### src/bsb_pkg.sv
// ----------------------------------------------------------------------------
// Bit-set bank package
// Shared sizes, opcodes, command types and bit-search helpers for the bit-set
// bank with find-first/find-last.
// ----------------------------------------------------------------------------
package bsb_pkg;

  localparam int NUM_SETS      = 4;
  localparam int WORDS_PER_SET = 16;
  localparam int WORD_BITS     = 64;
  localparam int TOTAL_WORDS   = NUM_SETS * WORDS_PER_SET;
  localparam int BITS_PER_SET  = WORDS_PER_SET * WORD_BITS;

  localparam int OPCODE_W    = 3;
  localparam int SET_W       = 2;
  localparam int BIT_INDEX_W = 10;
  localparam int POS_W       = 10;

  localparam int ADDR_W     = (TOTAL_WORDS > 1) ? $clog2(TOTAL_WORDS) : 1;
  localparam int WORD_IDX_W = (WORDS_PER_SET > 1) ? $clog2(WORDS_PER_SET) : 1;
  localparam int BIT_POS_W  = $clog2(WORD_BITS);

  localparam int QUEUE_DEPTH = 2;

  // Request opcodes; the two remaining codes are rejected.
  typedef enum logic [OPCODE_W-1:0] {
    OP_SET       = 3'd0,
    OP_CLEAR     = 3'd1,
    OP_TEST      = 3'd2,
    OP_FIND_LOW  = 3'd3,
    OP_FIND_HIGH = 3'd4,
    OP_DISJOINT  = 3'd5
  } opcode_t;

  // Classified command handed from the front end to the back end.
  typedef enum logic [2:0] {
    CMD_SET,
    CMD_CLEAR,
    CMD_TEST,
    CMD_FIND_LOW,
    CMD_FIND_HIGH,
    CMD_DISJOINT,
    CMD_REJECT
  } cmd_kind_t;

  typedef struct packed {
    cmd_kind_t             kind;
    logic [SET_W-1:0]      set_a;
    logic [SET_W-1:0]      set_b;
    logic [WORD_IDX_W-1:0] word;
    logic [BIT_POS_W-1:0]  bit_pos;
  } cmd_t;

  typedef enum logic [1:0] {
    ST_IDLE,
    ST_ACCESS,
    ST_SCAN
  } back_state_t;

  function automatic logic [ADDR_W-1:0] word_addr(input logic [SET_W-1:0] set_num,
                                                  input logic [WORD_IDX_W-1:0] word);
    return ADDR_W'(int'(set_num) * WORDS_PER_SET + int'(word));
  endfunction

  // Binary search for the lowest set bit; the word must not be zero.
  function automatic logic [BIT_POS_W-1:0] lowest_set(input logic [WORD_BITS-1:0] w);
    logic [WORD_BITS-1:0] v;
    logic [BIT_POS_W-1:0] p;
    int                   step;
    v = w;
    p = '0;
    for (int l = BIT_POS_W - 1; l >= 0; l--) begin
      step = 1 << l;
      if ((v & ((WORD_BITS'(1) << step) - WORD_BITS'(1))) == '0) begin
        p[l] = 1'b1;
        v    = v >> step;
      end
    end
    return p;
  endfunction

  // Binary search for the highest set bit; the word must not be zero.
  function automatic logic [BIT_POS_W-1:0] highest_set(input logic [WORD_BITS-1:0] w);
    logic [WORD_BITS-1:0] v;
    logic [BIT_POS_W-1:0] p;
    int                   step;
    v = w;
    p = '0;
    for (int l = BIT_POS_W - 1; l >= 0; l--) begin
      step = 1 << l;
      if ((v >> step) != '0) begin
        p[l] = 1'b1;
        v    = v >> step;
      end
    end
    return p;
  endfunction

endpackage

### src/bsb_queue.sv
// ----------------------------------------------------------------------------
// Bit-set bank command queue
// Short FIFO that decouples the front end from the back end.
// ----------------------------------------------------------------------------
module bsb_queue (
  input  logic            clk,
  input  logic            rst_n,
  input  logic            push,
  input  bsb_pkg::cmd_t   push_cmd,
  output logic            full,
  input  logic            pop,
  output bsb_pkg::cmd_t   pop_cmd,
  output logic            empty
);

  localparam int PTR_W = (bsb_pkg::QUEUE_DEPTH > 1) ? $clog2(bsb_pkg::QUEUE_DEPTH) : 1;
  localparam int CNT_W = $clog2(bsb_pkg::QUEUE_DEPTH + 1);

  bsb_pkg::cmd_t    entry_r [bsb_pkg::QUEUE_DEPTH];
  logic [PTR_W-1:0] wr_ptr_r, wr_ptr_nxt;
  logic [PTR_W-1:0] rd_ptr_r, rd_ptr_nxt;
  logic [CNT_W-1:0] count_r, count_nxt;

  assign full    = count_r == CNT_W'(bsb_pkg::QUEUE_DEPTH);
  assign empty   = count_r == '0;
  assign pop_cmd = entry_r[rd_ptr_r];

  always_comb begin
    wr_ptr_nxt = wr_ptr_r;
    rd_ptr_nxt = rd_ptr_r;
    count_nxt  = count_r;
    if (push) begin
      wr_ptr_nxt = (wr_ptr_r == PTR_W'(bsb_pkg::QUEUE_DEPTH - 1)) ? '0
                                                                 : wr_ptr_r + PTR_W'(1);
    end
    if (pop) begin
      rd_ptr_nxt = (rd_ptr_r == PTR_W'(bsb_pkg::QUEUE_DEPTH - 1)) ? '0
                                                                 : rd_ptr_r + PTR_W'(1);
    end
    if (push && !pop) begin
      count_nxt = count_r + CNT_W'(1);
    end else if (pop && !push) begin
      count_nxt = count_r - CNT_W'(1);
    end
  end

  always_ff @(posedge clk) begin
    if (!rst_n) begin
      wr_ptr_r <= '0;
      rd_ptr_r <= '0;
      count_r  <= '0;
    end else begin
      wr_ptr_r <= wr_ptr_nxt;
      rd_ptr_r <= rd_ptr_nxt;
      count_r  <= count_nxt;
    end
  end

  always_ff @(posedge clk) begin
    if (push) begin
      entry_r[wr_ptr_r] <= push_cmd;
    end
  end

`ifndef SYNTHESIS
  a_no_overflow: assert property (@(posedge clk) disable iff (!rst_n)
    push |-> !full)
    else $error("command queue written while full");
  a_no_underflow: assert property (@(posedge clk) disable iff (!rst_n)
    pop |-> !empty)
    else $error("command queue read while empty");
  a_count_bound: assert property (@(posedge clk) disable iff (!rst_n)
    count_r <= CNT_W'(bsb_pkg::QUEUE_DEPTH))
    else $error("command queue holds more entries than its depth");
`endif

endmodule

### config.mk
export PLATFORM = sky130hd
export DESIGN_NAME = bsb_queue
export DESIGN_NICKNAME = d
export VERILOG_FILES = /design/src/bsb_pkg.sv /design/src/bsb_queue.sv
export SDC_FILE = /design/constraint.sdc
export NUM_CORES = 1
export LEC_CHECK = 0
export BUFFER_PORTS_ARGS = -buffer_cell sky130_fd_sc_hd__buf_2
export CAP_MARGIN = 40
export CORE_MARGIN = 3
export CORE_UTILIZATION = 39
export CTS_BUF_LIST = sky130_fd_sc_hd__clkbuf_16
export CTS_CLUSTER_DIAMETER = 30
export DETAILED_ROUTE_END_ITERATION = 10
export GPL_ROUTABILITY_DRIVEN = 0
export SETUP_SLACK_MARGIN = 0.3
export SLEW_MARGIN = 10
export SYNTH_ARGS = -nofsm -noshare
export SYNTH_HDL_FRONTEND = slang
export SYNTH_SLANG_ARGS = --single-unit
### constraint.sdc
create_clock -name clk -period 1.6 [get_ports clk]
set_clock_uncertainty 0.2 [all_clocks]
set_input_delay 0.32 -clock clk [delete_from_list [all_inputs] [get_ports clk]]
set_output_delay 0.32 -clock clk [all_outputs]
set_load 0.03 [all_outputs]
# Word level (Yosys, flattened, before mapping)
# Memories as Yosys holds them, arrays and structs flattened. A register that Yosys moved wholly into a read port is not among the register bits.
# Index checks and enable logic that the tools add are counted.
# word_totals
register_bits	4
mem_bits_rw	34
input_bits	21
wordCells	23
memories	1
# op_classes
add_sub_neg	4
eq_ne	1
n_mux	8
reduce_logical	6
# memory_table
memory	words	word_bits	rd	rd_clocked_by_memory_dff	write_ports	line	text
entry_r	2	17	1	1	1	bsb_queue.sv:19	bsb_pkg::cmd_t entry_r [bsb_pkg::QUEUE_DEPTH];
# op_table
operator	count
2-to-1 mux 1 bit	6
2-to-1 mux 2 bit	2
adder 1 bit, second input constant	2
adder 2 x 1 -> 2 bit, second input constant	1
== test 2 bit, second input constant	1
logical AND 1 bit	2
zero test 1 bit	2
zero test 2 bit	1
nonzero test 2 bit	1
subtractor 2 x 1 -> 2 bit, second input constant	1

# Depth between registers and ports, before layout
# Gate-level depths: netlist of the first run.
# depth
depth_word	4
mapped_depth	5

# Worst setup path after synthesis of the first run
# No wires, ideal clock.
# synth_path
kind	input to register
start	input port push
end	memory entry_r[0][0] in the netlist's numbering, enable pin
arrival_ns	1.158
required_ns	1.006
path_slack_ns	-0.152
stages	1
n_path_buf	0
path_cell_list	nor2b_1
# synth_between
elab_chain_len	2
# synth_rtl
element	line	text
start, declared	bsb_queue.sv:8	input logic push,
2-to-1 mux 1 bit	bsb_queue.sv:60	if (push) begin
2-to-1 mux 1 bit (not written as such)	bsb_queue.sv:61	entry_r[wr_ptr_r] <= push_cmd;
end, declared	bsb_queue.sv:19	
# No other way between the ends.

==> qor.yml, run 1 <==
path_buf_inv: 2
cts_tree: "done"
p_sw_mw: 0.595
drc: 0
routedWlPerCell_um: 13.1
hpwl_um: 1580
timing.final.ws_setup_ns: -0.154
overflow: 0
io_buffers: 39
drtAntennaViolNets: 0
synth.distinct_cells: 17
ios: 40
finalHoldViolCount: 0
holdBufCountCts: 0
first_iter_violations: 26
final_area_um2: 2130
grt_pass1_wl_um: 3530
h-tree-depth: 2
vias: 766
final_max_slew_viol_count: 0
fmax_ghz: 0.570
hold-path-cell-count: 1
die_w_um: 66.8
p_clk_share_pct: 35.2
n_fill_cell: 260
syn-mean-instance-area_um2: 19.3
start_util_pct: 41.9
power_density_nw_per_um2: 1210
critPathMaxFanout: 10
area_delta_synth_final_pct: 47.4
firstDrtPassIters: 4
setup_violations: 17
routed_via_density: 4.45
p_int_mw: 1.99
cp-end-kind: "output port"
clk_pin_slew_ns: 0.05
clk_latency_ns: 0.27
syn_nets: 97
die_area_um2: 4470
ff2ff_path_depth: 4
min_period_ns: 1.75
violations: "setup timing"
dpl_cell_area_um2: 1820
vdd_ir_drop_max_mv: 0.643
seq_power_share_pct: 46.3
critPathKind: "reg -> out"
p_comb_share_pct: 18.5
num_rows: 21
p_leak_nw: 0.859
drive_above_1_share_pct: 60.3
arrival_ns: 1.23
syn-cell-area_um2: 1440
cpLargestDelayFamily: "flip-flops"
slowest_stage: "dfxtp_4"
swShare_pct: 23.0
hp-class: "in -> reg"
synth_seq_cells: 39
relSlewSlack_pct: 89.3
dieHeight_um: 66.8
cap_viol_max_count: 0
antennaDiodeCount: 0
grt_setup_unrepaired: "true"
nets: 147
first_global_vias: 774
worst_pin_slew_ns: 0.160
start_kind: "flop"
routed_wl_um: 2250
core_area_um2: 3440
numCtsBuffers: 5
netlist_instances: 75
fin_crit_sh_pct: 110
status: "finished, violations left"
cts.sinks: 39
clk_path_buf_depth: 2
yosys_warnings: 0
grt_use_total_pct: 11.4
cts_root_buffer: "clkbuf_16"
crit_cells: 3
antenna_found_initial: 0
slowest_delay_ns: 0.37
design_power_total_mw: 2.58
yosysSeqAreaShare_pct: 77.6
grt_max_degree: 13
crit_chain: "buf_12 -> mux2_4 -> buf_6"
cp_data_required_time_ns: 1.08
-- cell families after synthesis --
kind of cell | after synthesis | synth area share [%]
buf+inv | 3 | 1.13
fa+ha+maj | 1 | 0.866
simple gates | 9 | 3.90
flops | 39 | 77.6
mux | 17 | 13.3
xor+xnor | 3 | 1.82
compound gates | 3 | 1.39
-- synth_stat cells --
cell | instances | area (µm²)
inv_1 | 1 | 3.75
nor2b_1 | 2 | 12.5
xor2_1 | 2 | 17.5
mux2_2 | 17 | 191
dfxtp_1 | 5 | 100
and2b_2 | 1 | 8.76
a21boi_1 | 1 | 7.51
xnor2_1 | 1 | 8.76
or3_1 | 1 | 6.26
buf_2 | 1 | 5.00
o21a_1 | 1 | 7.51
buf_4 | 1 | 7.51
nor2_1 | 1 | 3.75
ha_1 | 1 | 12.5
and2_1 | 4 | 25.0
o21ai_0 | 1 | 5.00
edfxtp_1 | 34 | 1020
-- cells in the final DEF, fill, tap and decap left out, drive strengths merged --
cell type	Yosys	routed
o21a	1	1
inv	1	2
or3	1	1
ha	1	1
and2	4	4
a21boi	1	1
o21ai	1	1
and2b	1	1
nor2b	2	2
mux2	17	17
buf	2	45
xor2	2	2
edfxtp	34	34
xnor2	1	1
clkbuf	0	5
dfxtp	5	5
clkinvlp	0	1
nor2	1	1
clkinv	0	1
-- power groups by stage --
stage	clock [mW]	sequential, mW	combinational, mW
after floorplan	0	1.21	0.268
after global placement	0	1.21	0.379
after detailed placement	0	1.22	0.382
after CTS	0.936	1.20	0.473
after global routing	0.991	1.20	0.502
final	0.909	1.20	0.477
-- path summary, 6_finish.rpt --
| path | startpoint | to | slack [ns] |
|---|---|---|---|
| worst max-delay path | flop | pop_cmd[13] | -0.15 |
| worst min-delay path | push_cmd[4] | entry_r[1][4] | 0.03 |
| worst max register to register | count_r[0] | count_r[1] | 0.26 |
| worst min register to register | count_r[1] | count_r[1] | 0.31 |
-- sequential cells by signal, indices dropped and copies added, names as in the netlist, named ones only --
signal	flops
rd_ptr_r	1
entry_r	34
wr_ptr_r	1
count_r	2
-- area by class of cell --
| type | count | area [µm²] | share of cell area, % |
|---|---|---|---|
| tap | 46 | 57.6 | 2.70 |
| inverter | 1 | 3.75 | 0.176 |
| clock inverter | 3 | 16.3 | 0.764 |
| sequential | 39 | 1130 | 53.0 |
| clock buffer | 5 | 125 | 5.88 |
| timing repair buffer | 45 | 397 | 18.6 |
| multi-input combinational | 33 | 400 | 18.8 |
-- stage by stage --
step,utilization [%],setup slack (ns),TNS [ns],std cells,hold slack (ns)
5_1_grt,61.8,-0.186,-2.98,172,0.0229
2_1_floorplan,-,0.158,0,75,0.219
4_1_cts,61.3,-0.179,-2.72,172,0.0265
6_report,61.8,-0.154,-2.45,172,0.0326
3_3_place_gp,52.9,0.0876,0,163,0.283
3_5_place_dp,52.9,0.0836,0,163,0.311
-- routing by layer --
layer	GRT usage [%]	up-vias	routed length [µm]
met5	0	-	0
met2	17.6	24	1090
met1	12.3	363	966
met4	6.09	0	21
met3	6.41	2	178
li1	-	377	-
-- what timing repair did --
| item | CTS | global route |
|---|---|---|
| pin swaps | 3 | 2 |
| endpoints found under the setup margin | 30 | 22 |
| resized for setup | 46 | 4 |
| cloned | 0 | 0 |
| buffers inserted | 1 | 0 |
Note: power is estimated with default switching activity, not from simulation.
==> inputs of run 2 (changes only) <==
==> constraint.sdc (replaced) <==
create_clock -name clk -period 1.8 [get_ports clk]
set_clock_uncertainty 0.2 [all_clocks]
set_input_delay 0.36 -clock clk [delete_from_list [all_inputs] [get_ports clk]]
set_output_delay 0.36 -clock clk [all_outputs]
set_load 0.03 [all_outputs]
==> qor.yml, run 2 (same netlist as run 1, synthesis figures left out) <==
status: "finished, violations left"
violations: "setup timing"
cap_viol_max_count: 0  # unchanged
p_leak_nw: 0.875  # +1.8%
io_buffers: 39  # unchanged
design_power_total_mw: 2.59  # about the same
p_int_mw: 2.04  # +2.8%
timing.final.ws_setup_ns: -0.00516  # +0.148 ns
clk_pin_slew_ns: 0.06  # about the same
drive_above_1_share_pct: 59.4  # -0.94 points
first_global_vias: 844  # +9.0%
worstHoldStart: "push_cmd[6]"
relSlewSlack_pct: 86.8  # -2.5 points
layout_common_cells: "edfxtp_1 (34), buf_6 (20), buf_2 (20)"
die_w_um: 66.8  # unchanged
grt_setup_unrepaired: "true"
dpl_worst_slack_ns: 0.177  # +0.0937 ns
area_delta_synth_final_pct: 48.1
vias: 808  # +5.5%
final_cells: 174  # +1.2%
hold-path-cell-count: 1  # unchanged
critPathMaxFanout: 7  # -3
antenna_found_initial: 0  # unchanged
slowest_stage: "dfxtp_4"
clk_path_buf_depth: 2  # unchanged
top_register: "entry_r"
routed_wl_um: 2450  # +8.8%
grt_pass1_wl_um: 3900  # +11%
cp_data_required_time_ns: 1.24  # +0.16 ns
routed_via_density: 4.64  # +4.3%
die_area_um2: 4470  # unchanged
setup_violations: 1  # -16
overflow: 0  # unchanged
nets: 149  # +1.4%
firstDrtPassIters: 2  # -2
min_period_ns: 1.81
top_regs: "entry_r (34), count_r (2)"
dieHeight_um: 66.8  # unchanged
vdd_ir_drop_max_mv: 0.945  # +47%
fin_crit_sh_pct: 100
p_comb_share_pct: 16.0  # -2.5 points
start_util_pct: 41.9  # unchanged
drtAntennaViolNets: 0  # unchanged
cts_root_buffer: "clkbuf_16"
core_area_um2: 3440  # unchanged
slowest_delay_ns: 0.37  # about the same
drc: 0  # unchanged
regArea_um2: 1130  # -0.22%
p_sw_mw: 0.542  # -8.9%
hp-class: "in -> reg"
cts.sinks: 39  # unchanged
first_iter_violations: 52  # +100%
n_fill_cell: 247  # -5.0%
grt_use_total_pct: 12.4  # +0.98 points
cp-end-kind: "output port"
largest_reg_flops: 34  # unchanged
finalHoldViolCount: 0  # unchanged
fmax_ghz: 0.554
worst_pin_slew_ns: 0.198  # +0.0376 ns
start_kind: "flop"
grt_max_degree: 14  # +1
min_to: "entry_r[0][6]"
place_inst: 164  # +0.61%
power_density_nw_per_um2: 1210  # -0.37%
final_common_cell: "edfxtp_1"
hpwl_um: 1680  # +6.1%
num_rows: 21  # unchanged
swShare_pct: 21.0  # -2.1 points
routedWlPerCell_um: 14.1  # +7.6%
crit_chain: "buf_8 -> mux2_4 -> buf_6"
numCtsBuffers: 5  # unchanged
h-tree-depth: 2  # unchanged
r2r-end: "count_r[1]"
antennaDiodeCount: 0  # unchanged
setup_tns_ns: -0.00516  # +2.44 ns
arrival_ns: 1.25  # +0.02 ns
clk_latency_ns: 0.27  # about the same
cts_tree: "done"
ios: 40  # unchanged
worstReg2RegStart: "count_r[0]"
reg2reg_slack_ns: 0.46  # +0.20 ns
final_max_slew_viol_count: 0  # unchanged
critPathKind: "reg -> out"
ff2ff_path_depth: 4  # unchanged
seq_power_share_pct: 41.1  # -5.2 points
multiInputGateArea_um2: 373  # -6.9%
p_clk_share_pct: 43.0  # +7.8 points
[run 2: cell type report]
type,count,area share (%)
clock buffer,5,5.85
clock inverter,3,3.16
inverter,1,0.176
multi-input combinational,33,17.4
sequential,39,52.7
tap,46,2.69
timing repair buffer,47,18.0
[run 2: through the flow]
stage | hold slack (ns) | util [%] | area (µm²)
after floorplan | 0.259 | - | 1460
after global placement | 0.281 | 50.4 | 1740
after detailed placement | 0.322 | 50.4 | 1740
after CTS | 0.0656 | 62.1 | 2140
after global routing | 0.0661 | 62.1 | 2140
final | 0.0734 | 62.1 | 2140
[run 2: critical path, delay by kind of cell (launching register included)]
family / cells / cell delay (ns)
DFF: 1 / 0.37
muxes: 1 / 0.32
buffers and inverters: 2 / 0.28
[run 2: how the worst max path moves through the flow]
stage / startpoint / end / slack [ns] / depth (start not counted)
after floorplan: flop / pop_cmd[11] / 0.25 / 3
after global placement: flop / pop_cmd[14] / 0.21 / 3
after detailed placement: push / count_r[1] / 0.18 / 4
after CTS: flop / pop_cmd[5] / -0.01 / 3
after global routing: flop / pop_cmd[5] / -0.05 / 3
final: flop / pop_cmd[5] / -0.005 / 3
[run 2: layer usage]
metal,wire length [µm],vias to the layer above,part of all wire [%],GRT usage (%)
met5,0,-,0,0
met1,1010,393,41,13.9
li1,-,385,-,-
met3,175,2,7.1,6.91
met4,11,0,0.45,3.81
met2,1260,28,51,19.9
[run 2: repair_timing]
action	CTS	global route
setup buffers	1	0
setup endpoints to repair	18	19
resized for setup	60	2
hold buffers	0	0
gates cloned	1	0
hold endpoints to repair	0	0
[run 2: power by group through the flow]
stage	registers (mW)	logic (mW)	clock network [mW]
2_1_floorplan	1.07	0.215	0
3_3_place_gp	1.08	0.305	0
3_5_place_dp	1.08	0.310	0
4_1_cts	1.06	0.415	1.14
5_1_grt	1.07	0.437	1.18
6_report	1.06	0.413	1.11
==> inputs of run 3 (changes only) <==
==> constraint.sdc (replaced) <==
create_clock -name clk -period 1.74 [get_ports clk]
set_clock_uncertainty 0.2 [all_clocks]
set_input_delay 0.348 -clock clk [delete_from_list [all_inputs] [get_ports clk]]
set_output_delay 0.348 -clock clk [all_outputs]
set_load 0.03 [all_outputs]
==> qor.yml, run 3 (same netlist as run 1, synthesis figures left out) <==
routed_wl_um: 2400  # -2.1%
routedWlPerCell_um: 13.9  # -1.6%
crit_chain: "clkbuf_16 -> mux2_4 -> buf_6"
cts.sinks: 39  # unchanged
first_global_vias: 808  # -4.3%
setup_violations: 17  # +16
drive_above_1_share_pct: 59.1  # -0.32 points
h-tree-depth: 2  # unchanged
largest_reg_flops: 34  # unchanged
grt_pass1_wl_um: 3890  # -0.18%
final_common_cell: "edfxtp_1"
start_kind: "flop"
worst_pin_slew_ns: 0.216  # +0.0187 ns
cp-end-kind: "output port"
cp_data_required_time_ns: 1.19  # -0.05 ns
critPathKind: "reg -> out"
nets: 148  # -0.67%
timing.final.ws_setup_ns: -0.0650  # -0.0598 ns
drc: 0  # unchanged
io_buffers: 39  # unchanged
status: "finished, violations left"
clk_latency_ns: 0.27  # about the same
grt_use_total_pct: 12.7  # +0.38 points
vdd_ir_drop_max_mv: 0.553  # -41%
power_density_nw_per_um2: 1170  # -3.1%
hpwl_um: 1690  # +0.87%
final_max_slew_viol_count: 0  # unchanged
regArea_um2: 1130  # +0.33%
p_leak_nw: 0.885  # +1.2%
die_area_um2: 4470  # unchanged
fmax_ghz: 0.554
overflow: 0  # unchanged
min_period_ns: 1.80
design_power_total_mw: 2.52  # -2.4%
layout_common_cells: "edfxtp_1 (34), buf_2 (20), buf_6 (20)"
cpLargestDelayFamily: "flip-flops"
drtAntennaViolNets: 0  # unchanged
top_regs: "entry_r (34), count_r (2)"
num_rows: 21  # unchanged
numCtsBuffers: 5  # unchanged
whs_ns: 0.0591  # -0.0144 ns
cts_tree: "done"
slowest_stage: "dfxtp_4"
first_iter_violations: 20  # -62%
routed_via_density: 4.64  # about the same
core_area_um2: 3440  # unchanged
cts_root_buffer: "clkbuf_16"
finalHoldViolCount: 0  # unchanged
antenna_found_initial: 0  # unchanged
slowest_delay_ns: 0.39  # +0.02 ns
multiInputGateArea_um2: 385  # +3.4%
fin_crit_sh_pct: 104
vias: 803  # -0.62%
cap_viol_max_count: 0  # unchanged
violations: "setup timing"
clk_pin_slew_ns: 0.05  # about the same
top_register: "entry_r"
start_util_pct: 41.9  # unchanged
ios: 40  # unchanged
arrival_ns: 1.26  # about the same
hp-class: "in -> reg"
antennaDiodeCount: 0  # unchanged
area_delta_synth_final_pct: 49.0
critPathMaxFanout: 5  # -2
holdBufCountCts: 0  # unchanged
grt_max_degree: 14  # unchanged
firstDrtPassIters: 2  # unchanged
die_w_um: 66.8  # unchanged
relSlewSlack_pct: 85.5  # -1.3 points
n_fill_cell: 273  # +11%
path_buf_inv: 2  # unchanged
grt_setup_unrepaired: "true"
clk_path_buf_depth: 2  # unchanged
dieHeight_um: 66.8  # unchanged
[run 3: path summary, 6_finish.rpt]
check         startpoint             to  slack [ns]  depth (start not counted)
min reg2reg   count_r[1]     count_r[1]        0.31                          2
max                 flop     pop_cmd[7]       -0.06                          3
max reg2reg   count_r[0]     count_r[1]        0.49                          3
min          push_cmd[2]  entry_r[1][2]        0.06                          1
[run 3: final cells by class]
cell class	count	share of cell area [%]
clock buffer	5	5.81
clock inverter	3	1.74
inverter	1	0.174
multi-input combinational	33	17.9
sequential	39	52.5
tap	46	2.67
timing repair buffer	46	19.2
[run 3: metal layers]
metal,vias to the layer above,part of all wire [%],track usage [%]
met5,-,0,0
met4,0,2.5,6.09
met3,7,7.0,6.07
met2,26,53,20.3
met1,385,38,14.3
li1,385,-,-
[run 3: power breakdown]
part           leakage [nW]  switching, mW  internal, mW
clock                0.0864          0.309         0.664
sequential            0.362         0.0287          1.08
combinational         0.437          0.208         0.233
total                 0.885          0.546          1.98
[run 3: metrics by stage]
step / instance area (µm²) / std cells / worst slack [ns] / setup TNS [ns] / utilization [%]
5_1_grt: 2150 / 173 / -0.101 / -1.55 / 62.5
2_1_floorplan: 1500 / 75 / 0.270 / 0 / -
3_3_place_gp: 1790 / 163 / 0.151 / 0 / 52.1
3_5_place_dp: 1790 / 163 / 0.146 / 0 / 52.1
4_1_cts: 2100 / 172 / -0.0896 / -0.821 / 61.0
6_report: 2150 / 173 / -0.0650 / -0.867 / 62.5
[run 3: what timing repair did]
action                                  4_1_cts  5_1_grt
endpoints found under the setup margin       19       19
gates cloned                                  0        1
endpoints found under the hold margin         0        0
setup buffers                                 1        0
pin swaps                                     0        1
gates resized for setup                      44        8
[run 3: worst register-to-register path: stages, from the launching register on]
cell and delay [ns]:
dfxtp_4 0.36, xor2_1 0.16, or3_1 0.30, a21boi_1 0.15
